`src/rtl/shc_pkg.sv`:
```
package shc_pkg;

    localparam int COEFF_SLOTS = 16;
    localparam int IDX_W       = 4;
    localparam int COEFF_W     = 32;
    localparam int DIR_W       = 16;
    localparam int MUL_W       = 35;
    localparam int PROD_W      = 2 * MUL_W;
    localparam int ACC_W       = 68;
    localparam int ROOT_W      = 32;
    localparam int NUM_W       = 48;
    localparam int QUO_W       = 18;
    localparam int S_DATA_W    = 88;
    localparam int TERMS       = 16;

    // Basis constants in Q4.28, sign folded in, one per coefficient slot.
    function automatic logic signed [31:0] basis_const(input logic [3:0] k);
        logic signed [31:0] c;
        begin
            unique case (k)
                4'd0:    c = 32'sd75724244;
                4'd1:    c = -32'sd131158238;
                4'd2:    c = 32'sd131158238;
                4'd3:    c = -32'sd131158238;
                4'd4:    c = 32'sd293278736;
                4'd5:    c = -32'sd293278736;
                4'd6:    c = 32'sd84662279;
                4'd7:    c = -32'sd293278736;
                4'd8:    c = 32'sd146639368;
                4'd9:    c = -32'sd158388620;
                4'd10:   c = 32'sd775942601;
                4'd11:   c = -32'sd122687298;
                4'd12:   c = 32'sd100173759;
                4'd13:   c = -32'sd122687298;
                4'd14:   c = 32'sd387971300;
                default: c = -32'sd158388620;
            endcase
            return c;
        end
    endfunction

    // A term contributes only when its order is within the configured degree.
    function automatic logic term_enabled(input logic [3:0] k, input logic [1:0] deg);
        logic en;
        begin
            if (k == 4'd0)
                en = 1'b1;
            else if (k <= 4'd3)
                en = (deg >= 2'd1);
            else if (k <= 4'd8)
                en = (deg >= 2'd2);
            else
                en = (deg == 2'd3);
            return en;
        end
    endfunction

    // Divide by 2^s, rounding half away from zero.
    function automatic logic signed [PROD_W-1:0] round_shift(
        input logic signed [PROD_W-1:0] v,
        input int unsigned              s
    );
        logic [PROD_W-1:0] mag;
        logic [PROD_W-1:0] r;
        begin
            mag = v[PROD_W-1] ? PROD_W'(-v) : PROD_W'(v);
            r   = (mag + (PROD_W'(1) << (s - 1))) >> s;
            return v[PROD_W-1] ? $signed(-r) : $signed(r);
        end
    endfunction

endpackage

```
`src/rtl/shc_sqrt.sv`:
```
module shc_sqrt (
    input  logic                         clk,
    input  logic                         rst_n,
    input  logic                         start,
    input  logic [31:0]                  s,
    output logic                         done,
    output logic [shc_pkg::ROOT_W-1:0]   root
);
    import shc_pkg::*;

    // Digit-by-digit root of s * 2^32, one result bit per cycle.
    logic [63:0]        rad_reg;
    logic [33:0]        rem_reg;
    logic [ROOT_W-1:0]  root_reg;
    logic [4:0]         cnt_reg;
    logic               busy_reg;
    logic               done_reg;
    logic [35:0]        rem_sh;
    logic [35:0]        trial;

    assign rem_sh = {rem_reg, rad_reg[63:62]};
    assign trial  = {2'b00, root_reg, 2'b01};

    always_ff @(posedge clk or negedge rst_n)
    begin
        if (!rst_n)
        begin
            busy_reg <= 1'b0;
            done_reg <= 1'b0;
            cnt_reg  <= '0;
        end
        else
        begin
            done_reg <= 1'b0;
            if (start)
            begin
                rad_reg  <= {s, 32'd0};
                rem_reg  <= '0;
                root_reg <= '0;
                cnt_reg  <= 5'd31;
                busy_reg <= 1'b1;
            end
            else if (busy_reg)
            begin
                rad_reg <= {rad_reg[61:0], 2'b00};
                if (rem_sh >= trial)
                begin
                    rem_reg  <= 34'(rem_sh - trial);
                    root_reg <= {root_reg[ROOT_W-2:0], 1'b1};
                end
                else
                begin
                    rem_reg  <= rem_sh[33:0];
                    root_reg <= {root_reg[ROOT_W-2:0], 1'b0};
                end
                if (cnt_reg == 5'd0)
                begin
                    busy_reg <= 1'b0;
                    done_reg <= 1'b1;
                end
                else
                begin
                    cnt_reg <= cnt_reg - 5'd1;
                end
            end
        end
    end

    assign done = done_reg;
    assign root = root_reg;

endmodule

```
`config.mk`:
```
export PLATFORM = sky130hd
export DESIGN_NAME = shc_sqrt
export DESIGN_NICKNAME = d
export VERILOG_FILES = /design/src/rtl/shc_pkg.sv /design/src/rtl/shc_sqrt.sv
export SDC_FILE = /design/constraint.sdc
export NUM_CORES = 1
export LEC_CHECK = 0
export BUFFER_PORTS_ARGS = -buffer_cell sky130_fd_sc_hd__buf_2
export CORE_ASPECT_RATIO = 2
export CORE_MARGIN = 5
export CORE_UTILIZATION = 45
export CTS_CLUSTER_SIZE = 40
export DETAILED_ROUTE_END_ITERATION = 16
export PLACE_DENSITY_LB_ADDON = 0.2
export SLEW_MARGIN = 40
export SYNTH_ARGS = -nofsm -noshare
export SYNTH_HDL_FRONTEND = slang
export SYNTH_SLANG_ARGS = --single-unit
```
`constraint.sdc`:
```
create_clock -name clk -period 3.6 [get_ports clk]
set_input_delay 0.54 -clock clk [delete_from_list [all_inputs] [get_ports clk]]
set_output_delay 0.54 -clock clk [all_outputs]
set_load 0.05 [all_outputs]
```
==> metrics <==
DRC viols=0; final worst slack=0.404 ns; syn avg cell area=10.4 um^2; grt total ovfl=0; Comb power frac=29.4%; CTS tree=built; die area=21800 um^2; CORE AREA=18700 um^2; RSZ-0062 raised after global routing=no; CP dominant cell by count=a2111oi_2; antenna cell count=0; Fmax achieved=313 MHz; synthesis-stage register bit count=137; max_slew headroom=47.5%; Post-Syn Instances=812; max-cap violations=0; Die Ht=204 um; # clock sinks=137; Stages on worst setup path=10; final WL=20000 um; Max IR drop VDD=0.347 mV; clk slew on worst S/H paths=0.07 ns; Final min period=3.20 ns; Fin. Hold Viols=0; crit end category=flip-flop; minimum hold slack=0.214 ns; status=finished clean; GP Congestion=0.915; setup tns final=0 ns; chip width=107 um; CP max-delay cell=a2111oi_2; H-tree levels=4; vias per inst=5.83; share of cells above drive strength 1=16.1%; Clock Path Buffers=2; DR pass1 iterations=4; Root Buffer=clkbuf_16; Pleak=0.00426 uW; initial antenna violation count=0; total CTS buffers=17; I/O pin count=68; Cell Int Power=3470 uW; WP buf/inv=1; crit path cell chain=inv_1 > ha_1 > o21a_1 > o211ai_1 > a2111oi_2 > o31ai_2 > a211oi_1 > mux2i_1 > nor3_1 > a2111oi_2; Seq/Total Area, Yosys=48.3%; Post-DP Area=8970 um^2; clock network power share=32.0%; pin count of the biggest net entering global routing=106; Tightest Pin Transition=0.784 ns; Final Instance Area=9560 um^2; port bufs=67; max incr delay on CP=0.53 ns; Mapped Area=8440 um^2; Tot Pwr=5320 uW; FFs w/ async S/R, synth=5.11%; pwr/cell area=556 nW/um^2; wire length per cell=18.4 um; DP Worst Slack=0.311 ns; number of global-route vias before repair=6552; worst min-delay path category=input port to asynchronous set/reset pin; Startpoint Class=flip-flop; post-synthesis cell type count=60; Final Max Tran Viols=0; EDFF count, synth=130; Skew-Pair Late Insertion Delay=0.43 ns; reg2reg start=root[3]; worst r2r dst=rem_reg[31]; Starting Density=45.3%; num rows=71; multi-input logic area=3980 um^2; max FFs per register=64; YS warnings=0; Layout area overhead=13.2%; Vias=6358; switch share=34.8%; synthesized net count=883; Fill cells=1706; Tcrit/Tclk final=88.8%; ys flop type=edfxtp_1; reg2reg setup slack=0.40 ns; Critical Path RT=3.83 ns; global-route wire length before repair=32600 um; Nets=930; Reg area=4080 um^2; Iteration-0 DRC Markers=331; P_sw=1850 uW; CP delay by family, top=compound AO/OA/AOI/OAI gates; Clock Skew=0.0127 ns; critical-path maximum fanout=6; Reg power frac=38.6%; worst-case reg-to-reg path depth=10; Data arrival, critical path=3.43 ns; number of setup violations in the final report=0; Global Route Usage Sum=18.8%; crit path kind=flip-flop to flip-flop; HPWL Detailed=14100 um; number of routed nets with antenna violations=0
-- worst reg2reg max path: cells and delay by family (launching register included) --
| kind | cells | cell delay (ns) |
|---|---|---|
| flip-flops | 1 | 0.39 |
| multiplexers | 1 | 0.27 |
| buffers and inverters | 1 | 0.06 |
| AND/OR/NAND/NOR | 1 | 0.07 |
| adder cells (fa/ha/maj) | 1 | 0.39 |
| AO/OA/AOI/OAI | 6 | 1.81 |
-- kinds of logic after synthesis --
| logic type | after synthesis | synth area share, % |
|---|---|---|
| buffers and inverters | 100 | 4.80 |
| AND/OR/NAND/NOR | 245 | 13.0 |
| multiplexers | 66 | 7.82 |
| XOR/XNOR | 26 | 2.70 |
| AO/OA/AOI/OAI | 202 | 18.1 |
| flip-flops | 137 | 48.3 |
| adder cells (fa/ha/maj) | 36 | 5.33 |
-- synth_stat cells, drive strengths merged, types with 2 or more instances --
| cell | n | share of area (%) |
|---|---|---|
| o21ai | 28 | 1.7 |
| inv | 46 | 2.0 |
| a31oi | 5 | 0.37 |
| nor2 | 111 | 5.0 |
| a21o | 18 | 1.6 |
| a21oi | 41 | 2.5 |
| ha | 36 | 5.3 |
| o31ai | 3 | 0.33 |
| nand2 | 71 | 3.2 |
| a311oi | 23 | 2.5 |
| xnor2 | 15 | 1.6 |
| or3b | 2 | 0.21 |
| or3 | 6 | 0.44 |
| o21bai | 7 | 0.62 |
| and3 | 4 | 0.30 |
| and2 | 2 | 0.15 |
| a2111oi | 4 | 0.71 |
| xor2 | 11 | 1.1 |
| dfrtp | 7 | 2.1 |
| clkbuf | 31 | 1.4 |
| o211ai | 11 | 1.0 |
| o21a | 4 | 0.36 |
| or2 | 2 | 0.15 |
| mux2i | 66 | 7.8 |
| edfxtp | 130 | 46 |
| nand2b | 6 | 0.44 |
| nor2b | 2 | 0.15 |
| a32oi | 6 | 0.62 |
| a22o | 31 | 3.2 |
| nor3 | 9 | 0.53 |
| nand4 | 13 | 1.0 |
| a31o | 2 | 0.21 |
| nand3 | 12 | 0.71 |
| a211oi | 9 | 0.86 |
| buf | 22 | 1.3 |
| nor4 | 4 | 0.47 |
| o311ai | 2 | 0.39 |
-- timing repair --
action | in CTS | in global routing
setup buffers | 0 | 0
hold buffers | 0 | 0
endpoints found under the setup margin | 0 | 2
gates resized for setup | 0 | 1
-- power groups by stage --
| stage | Clock, uW | Combinational (uW) | Sequential (uW) |
|---|---|---|---|
| 2_1_floorplan | 0 | 1100 | 2130 |
| 3_3_place_gp | 0 | 1540 | 2080 |
| 3_5_place_dp | 0 | 1550 | 2090 |
| 4_1_cts | 1740 | 1570 | 2050 |
| 5_1_grt | 1800 | 1730 | 2070 |
| 6_report | 1700 | 1570 | 2050 |
-- area by class of cell --
class	instances	area share (%)
Clock buffer	17	4.45
Sequential cell	137	42.7
Clock inverter	15	1.61
Inverter	47	1.85
Timing Repair Buffer	81	4.96
Tap cell	219	2.87
Multi-Input combinational cell	575	41.6
-- stage by stage --
step / cells / utilization (%)
after floorplan: 812 / -
after global placement: 1059 / 48.1
after detailed placement: 1059 / 48.1
after CTS: 1091 / 51.2
after global routing: 1091 / 51.3
final: 1091 / 51.3
-- how the worst max path moves through the flow --
stage	from	endpoint	slack, ns
finish	root[3]	rem_reg[31]	0.40
global route	root[7]	rem_reg[27]	0.13
CTS	root[7]	rem_reg[27]	0.26
detailed placement	root[7]	rem_reg[27]	0.31
global placement	root[7]	rem_reg[27]	0.44
floorplan	root[7]	rem_reg[1]	0.51
-- placed cells by master (no fill, tap or decap), types with 10 or more instances in the layout --
cell,Yosys,routed
edfxtp_1,130,130
nor2_1,110,109
nand2_1,70,70
mux2i_1,66,66
buf_2,6,65
inv_1,46,46
a21oi_1,39,39
ha_1,36,36
a22o_1,31,31
o21ai_0,25,25
a311oi_1,22,22
a21o_1,18,18
clkbuf_16,0,17
xnor2_1,15,15
buf_4,6,13
nand4_1,12,12
nand3_1,12,12
xor2_1,11,11
o211ai_1,10,10
-- per-layer routing --
layer | track usage, % | wire [um] | up-vias
met5 | 0 | 0 | -
met4 | 10.1 | 726 | 0
met3 | 2.91 | 577 | 49
met2 | 34.4 | 11200 | 119
met1 | 20.4 | 7520 | 3076
li1 | - | - | 3114
No activity file was read; power rests on OpenSTA's default activity.
