[config.mk]
export PLATFORM = sky130hd
export DESIGN_NAME = shc_div
export DESIGN_NICKNAME = d
export VERILOG_FILES = /design/src/rtl/shc_pkg.sv /design/src/rtl/shc_div.sv
export SDC_FILE = /design/constraint.sdc
export NUM_CORES = 1
export LEC_CHECK = 0
export BUFFER_PORTS_ARGS = -buffer_cell sky130_fd_sc_hd__buf_2
export CAP_MARGIN = 0
export CORE_ASPECT_RATIO = 1.25
export CORE_MARGIN = 2
export CORE_UTILIZATION = 40
export DETAILED_ROUTE_END_ITERATION = 7
export PLACE_DENSITY_LB_ADDON = 0.05
export SLEW_MARGIN = 20
export SYNTH_ARGS = -nofsm -noshare
export SYNTH_HDL_FRONTEND = slang
export SYNTH_SLANG_ARGS = --single-unit
[constraint.sdc]
create_clock -name clk -period 3 [get_ports clk]
set_input_delay 0.6 -clock clk [delete_from_list [all_inputs] [get_ports clk]]
set_output_delay 0.6 -clock clk [all_outputs]
set_load 0.005 [all_outputs]
[src/rtl/shc_pkg.sv]
package shc_pkg;

    localparam int COEFF_SLOTS = 16;
    localparam int IDX_W       = 4;
    localparam int COEFF_W     = 32;
    localparam int DIR_W       = 16;
    localparam int MUL_W       = 35;
    localparam int PROD_W      = 2 * MUL_W;
    localparam int ACC_W       = 68;
    localparam int ROOT_W      = 32;
    localparam int NUM_W       = 48;
    localparam int QUO_W       = 18;
    localparam int S_DATA_W    = 88;
    localparam int TERMS       = 16;

    // Basis constants in Q4.28, sign folded in, one per coefficient slot.
    function automatic logic signed [31:0] basis_const(input logic [3:0] k);
        logic signed [31:0] c;
        begin
            unique case (k)
                4'd0:    c = 32'sd75724244;
                4'd1:    c = -32'sd131158238;
                4'd2:    c = 32'sd131158238;
                4'd3:    c = -32'sd131158238;
                4'd4:    c = 32'sd293278736;
                4'd5:    c = -32'sd293278736;
                4'd6:    c = 32'sd84662279;
                4'd7:    c = -32'sd293278736;
                4'd8:    c = 32'sd146639368;
                4'd9:    c = -32'sd158388620;
                4'd10:   c = 32'sd775942601;
                4'd11:   c = -32'sd122687298;
                4'd12:   c = 32'sd100173759;
                4'd13:   c = -32'sd122687298;
                4'd14:   c = 32'sd387971300;
                default: c = -32'sd158388620;
            endcase
            return c;
        end
    endfunction

    // A term contributes only when its order is within the configured degree.
    function automatic logic term_enabled(input logic [3:0] k, input logic [1:0] deg);
        logic en;
        begin
            if (k == 4'd0)
                en = 1'b1;
            else if (k <= 4'd3)
                en = (deg >= 2'd1);
            else if (k <= 4'd8)
                en = (deg >= 2'd2);
            else
                en = (deg == 2'd3);
            return en;
        end
    endfunction

    // Divide by 2^s, rounding half away from zero.
    function automatic logic signed [PROD_W-1:0] round_shift(
        input logic signed [PROD_W-1:0] v,
        input int unsigned              s
    );
        logic [PROD_W-1:0] mag;
        logic [PROD_W-1:0] r;
        begin
            mag = v[PROD_W-1] ? PROD_W'(-v) : PROD_W'(v);
            r   = (mag + (PROD_W'(1) << (s - 1))) >> s;
            return v[PROD_W-1] ? $signed(-r) : $signed(r);
        end
    endfunction

endpackage

[src/rtl/shc_div.sv]
module shc_div (
    input  logic                        clk,
    input  logic                        rst_n,
    input  logic                        start,
    input  logic [shc_pkg::NUM_W-1:0]   num,
    input  logic [shc_pkg::ROOT_W-1:0]  den,
    output logic                        done,
    output logic [shc_pkg::QUO_W-1:0]   quo
);
    import shc_pkg::*;

    // Restoring division, one quotient bit per cycle. The upper numerator
    // bits are known to be below the divisor, so only QUO_W steps are run.
    logic [ROOT_W-1:0]  den_reg;
    logic [ROOT_W-1:0]  rem_reg;
    logic [QUO_W-1:0]   nsh_reg;
    logic [QUO_W-1:0]   quo_reg;
    logic [4:0]         cnt_reg;
    logic               busy_reg;
    logic               done_reg;
    logic [ROOT_W:0]    rem_sh;

    assign rem_sh = {rem_reg, nsh_reg[QUO_W-1]};

    always_ff @(posedge clk or negedge rst_n)
    begin
        if (!rst_n)
        begin
            busy_reg <= 1'b0;
            done_reg <= 1'b0;
            cnt_reg  <= '0;
        end
        else
        begin
            done_reg <= 1'b0;
            if (start)
            begin
                den_reg  <= den;
                rem_reg  <= ROOT_W'(num[NUM_W-1:QUO_W]);
                nsh_reg  <= num[QUO_W-1:0];
                cnt_reg  <= 5'(QUO_W - 1);
                busy_reg <= 1'b1;
            end
            else if (busy_reg)
            begin
                nsh_reg <= {nsh_reg[QUO_W-2:0], 1'b0};
                if (rem_sh >= {1'b0, den_reg})
                begin
                    rem_reg <= ROOT_W'(rem_sh - {1'b0, den_reg});
                    quo_reg <= {quo_reg[QUO_W-2:0], 1'b1};
                end
                else
                begin
                    rem_reg <= rem_sh[ROOT_W-1:0];
                    quo_reg <= {quo_reg[QUO_W-2:0], 1'b0};
                end
                if (cnt_reg == 5'd0)
                begin
                    busy_reg <= 1'b0;
                    done_reg <= 1'b1;
                end
                else
                begin
                    cnt_reg <= cnt_reg - 5'd1;
                end
            end
        end
    end

    assign done = done_reg;
    assign quo  = quo_reg;

endmodule

==> results of run 1 <==
-- kinds of logic after synthesis --
logic type / Yosys count
xor+xnor: 32
fa+ha+maj: 35
compound gates: 135
simple gates: 126
flops: 107
mux: 44
buf+inv: 58
-- worst paths after layout --
check	depth (start not counted)	endpoint	from
worst min register to register	0	quo[2]$_DFFE_PP_	quo[1]$_DFFE_PP_
worst max-delay path	11	rem_reg[30]$_SDFFCE_PP0P_	den_reg[0]$_DFFE_PP_
min in group clk	1	den_reg[12]$_DFFE_PP_	den[12]
worst max register to register	11	rem_reg[30]$_SDFFCE_PP0P_	den_reg[0]$_DFFE_PP_
worst min-delay path	1	done$_DFF_PN0_	rst_n
max in group asynchronous	1	cnt_reg[0]$_DFFE_PN0P_	rst_n
-- repair_timing --
| item | 4_1_cts | 5_1_grt |
|---|---|---|
| setup buffers | 2 | 10 |
| pin swaps | 2 | 10 |
| setup endpoints to repair | 32 | 32 |
| hold buffers | 0 | 0 |
| resized for setup | 4 | 12 |
| gates cloned | 2 | 0 |
-- layout by cell type (no fill, tap or decap), drive strengths merged, types with 21 or more instances in the layout --
cell | Yosys | layout
o21ai | 41 | 41
mux2i | 27 | 27
a21oi | 31 | 31
edfxtp | 100 | 100
inv | 40 | 43
xnor2 | 21 | 21
nand2 | 53 | 53
ha | 34 | 34
nor2 | 24 | 26
buf | 8 | 168
-- where the power goes --
group / switching, W / internal [W] / leakage [nW]
clock: 0.000627 / 0.000595 / 0.146
combinational: 0.00107 / 0.000996 / 2.19
sequential: 0.0000937 / 0.00187 / 1.05
total: 0.00179 / 0.00346 / 3.38
-- metal layers --
metal  global-route usage [%]  vias up  routed length, um
met5                        0        -                  0
met4                     5.96        0                244
met3                     3.86       14                493
met2                     32.0       83               7420
met1                     22.6     2213               6510
li1                         -     2304                  -
-- metrics by stage --
stage	hold slack [ns]	instance area, um^2	instances	setup WS, ns
after global placement	0.428	7230	857	-0.0490
after detailed placement	0.431	7230	857	-0.113
final	0.0906	7770	887	0.0568
after floorplan	0.304	6150	537	0.223
after CTS	0.0878	7600	877	0.0113
after global routing	0.0938	7770	887	-0.0723
-- worst max-delay path, cell delays in order, from the launching register on --
cell and delay, ns:
edfxtp_1 0.39, ha_2 0.22, fa_2 0.34, nand2b_4 0.16, a21oi_4 0.20, nor4_4 0.07, o31a_1 0.29, buf_4 0.16
o311ai_4 0.36, a21oi_2 0.15, a311oi_1 0.27, o21ai_1 0.10
-- area by class of cell --
| cell class | instances | area, um^2 |
|---|---|---|
| Fill cell | 1416 | 7240 |
| Sequential cell | 107 | 3180 |
| Multi-Input combinational cell | 374 | 2850 |
| Timing Repair Buffer | 168 | 1060 |
| Tap cell | 182 | 228 |
| Clock buffer | 9 | 225 |
| Inverter | 40 | 150 |
| Clock inverter | 7 | 80.1 |
==> impl_results.md, run 1 <==
- RSZ-0062 raised after global routing: true
- Post-Syn Area: 6150 um^2
- Area Growth Syn to Fin: 26.4%
- CTS max path bufs: 2
- Reg2Reg Setup Slack: 0.06 ns
- Synth warn: 0
- Gr usage total: 18.4%
- Critical path startpoint category: flip-flop
- Fmax: 0.340 GHz
- Chip width: 115 um
- PwrDens: 676 nW/um^2
- Mapped Avg Cell Area: 11.4 um^2
- Max-capacitance violation count: 0
- Number of synthesized register bits: 107
- Clk sinks: 107
- Max Fanout on Critical Path: 3
- Maximum VDD drop: 0.296 mV
- Req. time, crit path: 3.11 ns
- CTS tree: done
- HP Class: input port to asynchronous set/reset pin
- Synth top area share: 48.8%
- Core area: 15,000 um^2
- Seq/Total Area, Yosys: 51.7%
- Via-to-Cell Ratio: 5.20
- CTS root buffer: clkbuf_16
- Slew @ Worst Pin: 0.510 ns
- Syn nets: 655
- First-pass GRT wire length: 23,500 um
- Most frequent cell after synthesis: edfxtp_1
- Final nets: 818
- Synth Flop Type: edfxtp_1
- Post-Syn Instances: 537
- TritonCTS Buffers: 9
- Ant. Diodes: 0
- Clk_skew: 0.0104 ns
- Layout cell share with drive strength beyond 1: 32.3%
- Max transition margin: 65.9%
- Synth cell types: 59
- Starting Density: 41.0%
- Die area: 16,400 um^2
- Drt initial violations: 162
- Final Hold Fails: 0
- First-pass iteration count of the detailed router: 4
- Worst-path clk slew: 0.08 ns
- Synth Area in Compound Gates: 15.2%
- DRC: 0
- Setup TNS: 0 ns
- Synth Area in Simple Gates: 9.75%
- H-tree levels: 3
- Final wirelength: 14,700 um
- Dpl hpwl: 10,400 um
- Final core utilization: 51.7%
- Xor and xnor area share after synthesis: 4.56%
- Total Power: 0.00525 W
- Status: finished, final reports clean
- Clk_lat worst skew: 0.36 ns
- Max-slew violation count: 0
- Std-Cell Rows: 50
- Number of port buffers: 101
- Crit end category: flip-flop
- Post-synth EDFFs: 100
- GP Congestion: 0.872
- Commonest cells post-synth: edfxtp_1 (100), nand2_1 (53), inv_1 (40)
- Post-Synth Adder-Cell Area: 7.24%
- Initial antenna violation count: 0
- Leakage: 3.38 nW
- Final ANT Viol Nets: 0
- Tmin final: 2.94 ns
- Arr. time, crit path: 3.05 ns
- Post-synth ARST share: 6.54%
- Final setup viols: 0
- Largest net degree at the start of global routing: 49
- Top Ports: 102
- Setup Crit Path Kind: flip-flop to flip-flop
- Post-synth top area cell: edfxtp_1
- Die Ht: 143 um
- Mux contribution to synthesized area: 7.51%
- GR Overflow Total: 0
- Synth area leaders: edfxtp_1 (49%), ha_1 (6.9%), mux2i_1 (4.4%)
- Vias: 4,614
- WL per Instance: 16.5 um
- Vias in the first global route: 4,770
- Fin crit share: 98.1%
- Largest family of logic cells by synthesized area: compound AO/OA/AOI/OAI gates
Power figures use the tool's default switching activity.
==> inputs of run 2 (changes only) <==
--- a/config.mk
+++ b/config.mk
@@ -5,12 +5,12 @@
 export SDC_FILE = /design/constraint.sdc
 export NUM_CORES = 1
 export LEC_CHECK = 0
-export BUFFER_PORTS_ARGS = -buffer_cell sky130_fd_sc_hd__buf_2
 export CAP_MARGIN = 0
 export CORE_ASPECT_RATIO = 1.25
 export CORE_MARGIN = 2
 export CORE_UTILIZATION = 40
 export DETAILED_ROUTE_END_ITERATION = 7
+export DONT_BUFFER_PORTS = 1
 export PLACE_DENSITY_LB_ADDON = 0.05
 export SLEW_MARGIN = 20
 export SYNTH_ARGS = -nofsm -noshare
==> run 2 against run 1 <==
- critical path depth unchanged
- sequential power about the same
- critical path type unchanged
- critical endpoint is now rem_reg[22]$_DFFE_PP_
- largest cell class unchanged
- fmax about the same
- sequential share of layout area grew 3.6 points
- largest power group is now registers
==> impl_results.md, run 2 (same netlist as run 1, synthesis figures left out) <==
- GP Congestion: 0.876 (was 0.872)
- Leakage: 2.93 nW (was 3.38 nW)
- Critical-path cell list: ha_1 -> buf_4 -> a21oi_1 -> o21a_1 -> o211ai_2 -> a31oi_2 -> o31ai_4 -> a41oi_4 -> nor2_4 -> or2_1 -> a32o_1 (was ha_2 -> fa_2 -> nand2b_4 -> a21oi_4 -> nor4_4 -> o31a_1 -> buf_4 -> o311ai_4 -> a21oi_2 -> a311oi_1 -> o21ai_1)
- Comb power frac: 38.3% (was 39.4%)
- PwrDens: 711 nW/um^2 (was 676 nW/um^2)
- Buf+Inv Stages, Crit Path: 1 (unchanged)
- Maximum VDD drop: 0.317 mV (was 0.296 mV)
- WL per Instance: 18.2 um (was 16.5 um)
- Sequential power share: 38.7% (was 37.3%)
- Clk sinks: 107 (unchanged)
- Ant. Diodes: 0 (unchanged)
- CTS tree: done (unchanged)
- Number of fillers in the final layout: 1,408 (was 1,416)
- H-tree levels: 3 (unchanged)
- Number of port buffers: 0 (was 101)
- Sequential Area: 3180 um^2 (unchanged)
- Met1 Usage GRT: 22.2% (was 22.6%)
- Slowest stage delay, CP: 0.40 ns (was 0.39 ns)
- Final setup viols: 0 (unchanged)
- Cell count of the worst reg-to-reg path: 11 (unchanged)
- Clk_skew: 0.00804 ns (was 0.0104 ns)
- Fin area: 7150 um^2 (was 7770 um^2)
- CTS root buffer: clkbuf_16 (unchanged)
- First-pass iteration count of the detailed router: 5 (was 4)
- Critical path depth in cells: 11 (unchanged)
- DRC: 0 (unchanged)
- Die area: 16,400 um^2 (unchanged)
- CTS max path bufs: 2 (unchanged)
- Commonest cells after routing, fill and taps aside: edfxtp_1 (100), buf_4 (56), nand2_1 (53), inv_1 (40), ha_1 (32) (was buf_2 (101), edfxtp_1 (100), buf_4 (63), nand2_1 (53), inv_1 (40))
- Fmax: 0.340 GHz (about the same)
- Final Hold Fails: 0 (unchanged)
- Clk_lat worst skew: 0.36 ns (about the same)
- Dpl ws: -0.0763 ns (was -0.113 ns)
- Hold Path Cell Cnt: 1
- Via-to-Cell Ratio: 5.45 (was 5.20)
- Setup Crit Path Kind: flip-flop to flip-flop (unchanged)
- Initial antenna violation count: 1 (was 0)
- Max transition margin: 51.4% (was 65.9%)
- Vias in the first global route: 4,470 (was 4,770)
- Layout cell share with drive strength beyond 1: 19.6% (was 32.3%)
- Crit end category: flip-flop (unchanged)
- Area Growth Syn to Fin: 16.2% (was 26.4%)
- Largest delay contributor family on the critical path: compound AO/OA/AOI/OAI gates (unchanged)
- Final nets: 710 (was 818)
- Setup TNS: 0 ns (unchanged)
- Total Power: 0.00508 W (was 0.00525 W)
- Std-Cell Rows: 50 (unchanged)
- Final ANT Viol Nets: 0 (unchanged)
- Slew @ Worst Pin: 0.729 ns (was 0.510 ns)
- Max-capacitance violation count: 0 (unchanged)
- Top Ports: 102 (unchanged)
- HP Class: input port to flip-flop (was input port to asynchronous set/reset pin)
- Starting Density: 41.0% (unchanged)
- Max-slew violation count: 0 (unchanged)
- GR Layer Usage met3: 3.86% (unchanged)
- Most common cell after layout, fill and taps aside: edfxtp_1 (was buf_2)
- Post-Place Cells: 752 (was 857)
- Crit-path slowest cell: edfxtp_1 (unchanged)
- Gr usage total: 18.1% (was 18.4%)
- PnR worst setup slack: 0.0592 ns (was 0.0568 ns)
- Max Fanout on Critical Path: 7 (was 3)
- Req. time, crit path: 3.11 ns (about the same)
- GR met2 Demand/Resource: 31.1% (was 32.0%)
- Chip width: 115 um (unchanged)
- Placed cell areas: 6680 um^2 (was 7230 um^2)
- Status: finished, final reports clean (unchanged)
- Fin crit share: 98.0% (was 98.1%)
- Internal Power: 0.00337 W (was 0.00346 W)
- Critical path startpoint category: flip-flop (unchanged)
- Arr. time, crit path: 3.05 ns (about the same)
- Finished Layout Cells: 779 (was 887)
- Largest net degree at the start of global routing: 58 (was 49)
- Sw Pwr: 0.00171 W (was 0.00179 W)
- Die Ht: 143 um (unchanged)
- Worst-path clk slew: 0.07 ns (was 0.08 ns)
- Tmin final: 2.94 ns (about the same)
- Drt initial violations: 200 (was 162)
- Dpl hpwl: 9920 um (was 10,400 um)
- Footprint of the multi-input gates: 2810 um^2 (was 2850 um^2)
- TritonCTS Buffers: 9 (unchanged)
- GRT Max-Usage Layer: met2 (unchanged)
- RSZ-0062 raised after global routing: true (unchanged)
- Core area: 15,000 um^2 (unchanged)
- Vias: 4,242 (was 4,614)
- Sw Ratio: 33.6% (was 34.2%)
- Clk pwr share: 23.0% (was 23.3%)
- Final wirelength: 14,200 um (was 14,700 um)
- GR Overflow Total: 0 (unchanged)
- First-pass GRT wire length: 22,800 um (was 23,500 um)
## run 2: layout make-up
class                      count  area share [%]
clock buffer                  10            3.20
multi-input combinational    374            39.3
clock inverter                 6           0.858
timing repair buffer          60            6.86
inverter                      40            2.10
sequential                   107            44.5
tap                          182            3.19
## run 2: worst paths after layout
path / slack, ns / startpoint / end
min reg2reg: 0.49 / quo[16]$_DFFE_PP_ / quo[17]$_DFFE_PP_
max: 0.06 / rem_reg[7]$_DFFE_PP_ / rem_reg[22]$_DFFE_PP_
max in group asynchronous: 2.18 / rst_n / busy_reg$_DFF_PN0_
max reg2reg: 0.06 / rem_reg[7]$_DFFE_PP_ / rem_reg[22]$_DFFE_PP_
min: 0.32 / start / cnt_reg[2]$_DFFE_PN0P_
min in group asynchronous: 0.57 / rst_n / done$_DFF_PN0_
## run 2: power groups by stage
stage               combinational, W  clock, W  sequential [W]
floorplan                    0.00134         0         0.00197
global route                 0.00217   0.00126         0.00199
detailed placement           0.00179         0         0.00200
CTS                          0.00185   0.00122         0.00197
global placement             0.00178         0         0.00200
finish                       0.00194   0.00117         0.00197
## run 2: worst reg2reg max path, stage by stage, from the launching register on
cell      delay [ns]
edfxtp_1        0.40
ha_1            0.32
buf_4           0.15
a21oi_1         0.17
o21a_1          0.20
o211ai_2        0.09
a31oi_2         0.23
o31ai_4         0.12
a41oi_4         0.39
nor2_4          0.16
or2_1           0.23
a32o_1          0.24
## run 2: timing repair
action | CTS | global route
pin swaps | 4 | 10
setup endpoints to repair | 32 | 31
resized for setup | 3 | 11
hold endpoints to repair | 7 | 0
buffers inserted | 0 | 8
hold buffers | 1 | 0
gates cloned | 2 | 0
## run 2: metrics by stage
step / hold slack [ns] / util, %
final: 0.316 / 47.6
after global routing: 0.292 / 47.6
after CTS: 0.297 / 46.7
after detailed placement: 0.305 / 44.5
after global placement: 0.305 / 44.5
after floorplan: 0.304 / -
## run 2: routing by layer
| metal | wire length, um | vias to the layer above | share of wire, % |
|---|---|---|---|
| met3 | 644 | 18 | 4.5 |
| met4 | 276 | 2 | 1.9 |
| met2 | 7290 | 105 | 51 |
| li1 | - | 2090 | - |
| met5 | 13 | - | 0.092 |
| met1 | 5940 | 2027 | 42 |
==> inputs of run 3 (changes only) <==
--- a/config.mk
+++ b/config.mk
@@ -11,7 +11,6 @@
 export CORE_UTILIZATION = 40
 export DETAILED_ROUTE_END_ITERATION = 7
 export DONT_BUFFER_PORTS = 1
-export PLACE_DENSITY_LB_ADDON = 0.05
 export SLEW_MARGIN = 20
 export SYNTH_ARGS = -nofsm -noshare
 export SYNTH_HDL_FRONTEND = slang
==> constraint.sdc (replaced) <==
create_clock -name clk -period 3.6 [get_ports clk]
set_input_delay 0.72 -clock clk [delete_from_list [all_inputs] [get_ports clk]]
set_output_delay 0.72 -clock clk [all_outputs]
set_load 0.005 [all_outputs]
==> run 3 against run 2 <==
- routed wire length decreased by 8.2%
- final cell count decreased by 7.4%
- first-iteration DRC count decreased by 14%
- total power decreased by 23%
- sequential power decreased by 17%
- critical path depth unchanged
- clock power decreased by 17%
- clock skew decreased by 0.0016 ns
- critical path type unchanged
==> impl_results.md, run 3 (same netlist as run 1, synthesis figures left out) <==
- PwrDens: 594 nW/um^2 (was 711 nW/um^2)
- Die Ht: 143 um (unchanged)
- Setup TNS: 0 ns (unchanged)
- Crit end category: flip-flop (unchanged)
- Max Fanout on Critical Path: 35 (was 7)
- Starting Density: 41.0% (unchanged)
- Number of port buffers: 0 (unchanged)
- Max-slew violation count: 0 (unchanged)
- Cts repair resizes: 0 (was 3)
- Core area: 15,000 um^2 (unchanged)
- Vias in the first global route: 4,239 (was 4,470)
- Commonest cells after routing, fill and taps aside: edfxtp_1 (100), nand2_1 (53), inv_1 (40), ha_1 (34), a21oi_1 (31) (was edfxtp_1 (100), buf_4 (56), nand2_1 (53), inv_1 (40), ha_1 (32))
- Crit path to: rem_reg[29]$_DFFE_PP_ (was rem_reg[22]$_DFFE_PP_)
- Vias: 4,026 (was 4,242)
- GR Overflow Total: 0 (unchanged)
- CTS tree: done (unchanged)
- Leakage: 2.62 nW (was 2.93 nW)
- HP Class: input port to asynchronous set/reset pin (was input port to flip-flop)
- Initial antenna violation count: 0 (was 1)
- CTS root buffer: clkbuf_16 (unchanged)
- Tmin final: 3.21 ns (was 2.94 ns)
- Final setup viols: 0 (unchanged)
- Critical path startpoint category: flip-flop (unchanged)
- Ant. Diodes: 0 (unchanged)
- Total Power: 0.00393 W (was 0.00508 W)
- DRC: 0 (unchanged)
- Most common cell after layout, fill and taps aside: edfxtp_1 (unchanged)
- Reg-to-reg critical path endpoint: rem_reg[29]$_DFFE_PP_ (was rem_reg[22]$_DFFE_PP_)
- Arr. time, crit path: 3.39 ns (was 3.05 ns)
- Reg2Reg Setup Slack: 0.39 ns (was 0.06 ns)
- Final wirelength: 13,000 um (was 14,200 um)
- Max-capacitance violation count: 0 (unchanged)
- Max transition margin: 37.0% (was 51.4%)
- Slew @ Worst Pin: 0.945 ns (was 0.729 ns)
- Gr usage total: 16.3% (was 18.1%)
- Status: finished, final reports clean (unchanged)
- Reg2reg start: den_reg[1]$_DFFE_PP_ (was rem_reg[7]$_DFFE_PP_)
- Fmax: 0.312 GHz (was 0.340 GHz)
- Critical Path Source: den_reg[1]$_DFFE_PP_ (was rem_reg[7]$_DFFE_PP_)
- Hold buffers post-CTS: 0 (was 1)
- Setup Crit Path Kind: flip-flop to flip-flop (unchanged)
- Clk_lat worst skew: 0.36 ns (about the same)
- Via-to-Cell Ratio: 5.58 (was 5.45)
- Number of post-CTS setup repair buffers: 0 (unchanged)
- Clk_skew: 0.00643 ns (was 0.00804 ns)
- TritonCTS Buffers: 9 (unchanged)
- Worst-path clk slew: 0.08 ns (was 0.07 ns)
- Top Ports: 102 (unchanged)
- CTS max path bufs: 2 (unchanged)
- Std-Cell Rows: 50 (unchanged)
- Maximum VDD drop: 0.352 mV (was 0.317 mV)
- H-tree levels: 3 (unchanged)
- GP Congestion: 0.909 (was 0.876)
- First-pass GRT wire length: 21,000 um (was 22,800 um)
- First-pass iteration count of the detailed router: 4 (was 5)
- Final ANT Viol Nets: 0 (unchanged)
- WL per Instance: 18.0 um (was 18.2 um)
- Clk sinks: 107 (unchanged)
- Fin crit share: 89.1% (was 98.0%)
- Final core utilization: 44.1% (was 47.6%)
- Cell count of the worst reg-to-reg path: 11 (unchanged)
- Final nets: 652 (was 710)
- Chip width: 115 um (unchanged)
- Die area: 16,400 um^2 (unchanged)
- RSZ-0062 raised after global routing: false (was true)
- Layout cell share with drive strength beyond 1: 9.46% (was 19.6%)
- Dpl hpwl: 9240 um (was 9920 um)
- Drt initial violations: 173 (was 200)
- Largest net degree at the start of global routing: 58 (unchanged)
- Req. time, crit path: 3.78 ns (was 3.11 ns)
- Area Growth Syn to Fin: 7.59% (was 16.2%)
- Final Hold Fails: 0 (unchanged)
run 3: cell types whose count changed in the layout (fill, tap and decap cells not counted), sizes merged:
cell and change:
inv +2, dlygate4sd3 -1, nor2 -2, clkbuf -1
clkinvlp +1, buf -55, clkinv -2
run 3: power by group:
group          switching [W]  internal (W)  leakage [nW]
combinational       0.000755      0.000566          1.44
sequential         0.0000830       0.00156          1.05
clock               0.000485      0.000481         0.134
run 3: worst min-delay path by stage:
stage	end	startpoint	depth (start not counted)	slack [ns]
after floorplan	busy_reg$_DFF_PN0_	rst_n	0	0.42
after global placement	done$_DFF_PN0_	rst_n	0	0.42
after detailed placement	done$_DFF_PN0_	rst_n	0	0.42
after CTS	cnt_reg[1]$_DFFE_PN0P_	rst_n	0	0.04
after global routing	cnt_reg[1]$_DFFE_PN0P_	rst_n	0	0.03
final	cnt_reg[2]$_DFFE_PN0P_	rst_n	0	0.05
run 3: cell type report:
class                   count  area [um^2]
inverters                  40          150
multi-input cells         372         2730
clock inverters             7         58.8
flip-flops and latches    107         3180
fillers                  1413         8400
well taps                 182          228
repair buffers              4         42.5
clock buffers               9          225
run 3: metrics by stage:
stage | area [um^2] | setup slack [ns] | std cells | hold slack (ns)
finish | 6620 | 0.394 | 721 | 0.0508
CTS | 6620 | 0.326 | 721 | 0.0366
detailed placement | 6330 | 0.390 | 705 | 0.425
floorplan | 6150 | 0.800 | 537 | 0.424
global placement | 6330 | 0.431 | 705 | 0.425
global route | 6620 | 0.122 | 721 | 0.0339
run 3: worst max-delay path: stages, from the launching register on:
cell	delay, ns
edfxtp_1	0.38
inv_1	0.05
ha_1	0.28
nor2b_1	0.13
o21ai_1	0.09
o21ai_2	0.27
a31oi_2	0.17
o31ai_4	0.35
a41oi_4	0.19
nor2_8	0.58
nand2_1	0.25
o221ai_1	0.25
run 3: layer usage:
layer	part of all wire [%]	track usage [%]
met1	44	19.9
met2	50	28.6
met3	4.4	3.74
met4	1.3	5.07
met5	0	0
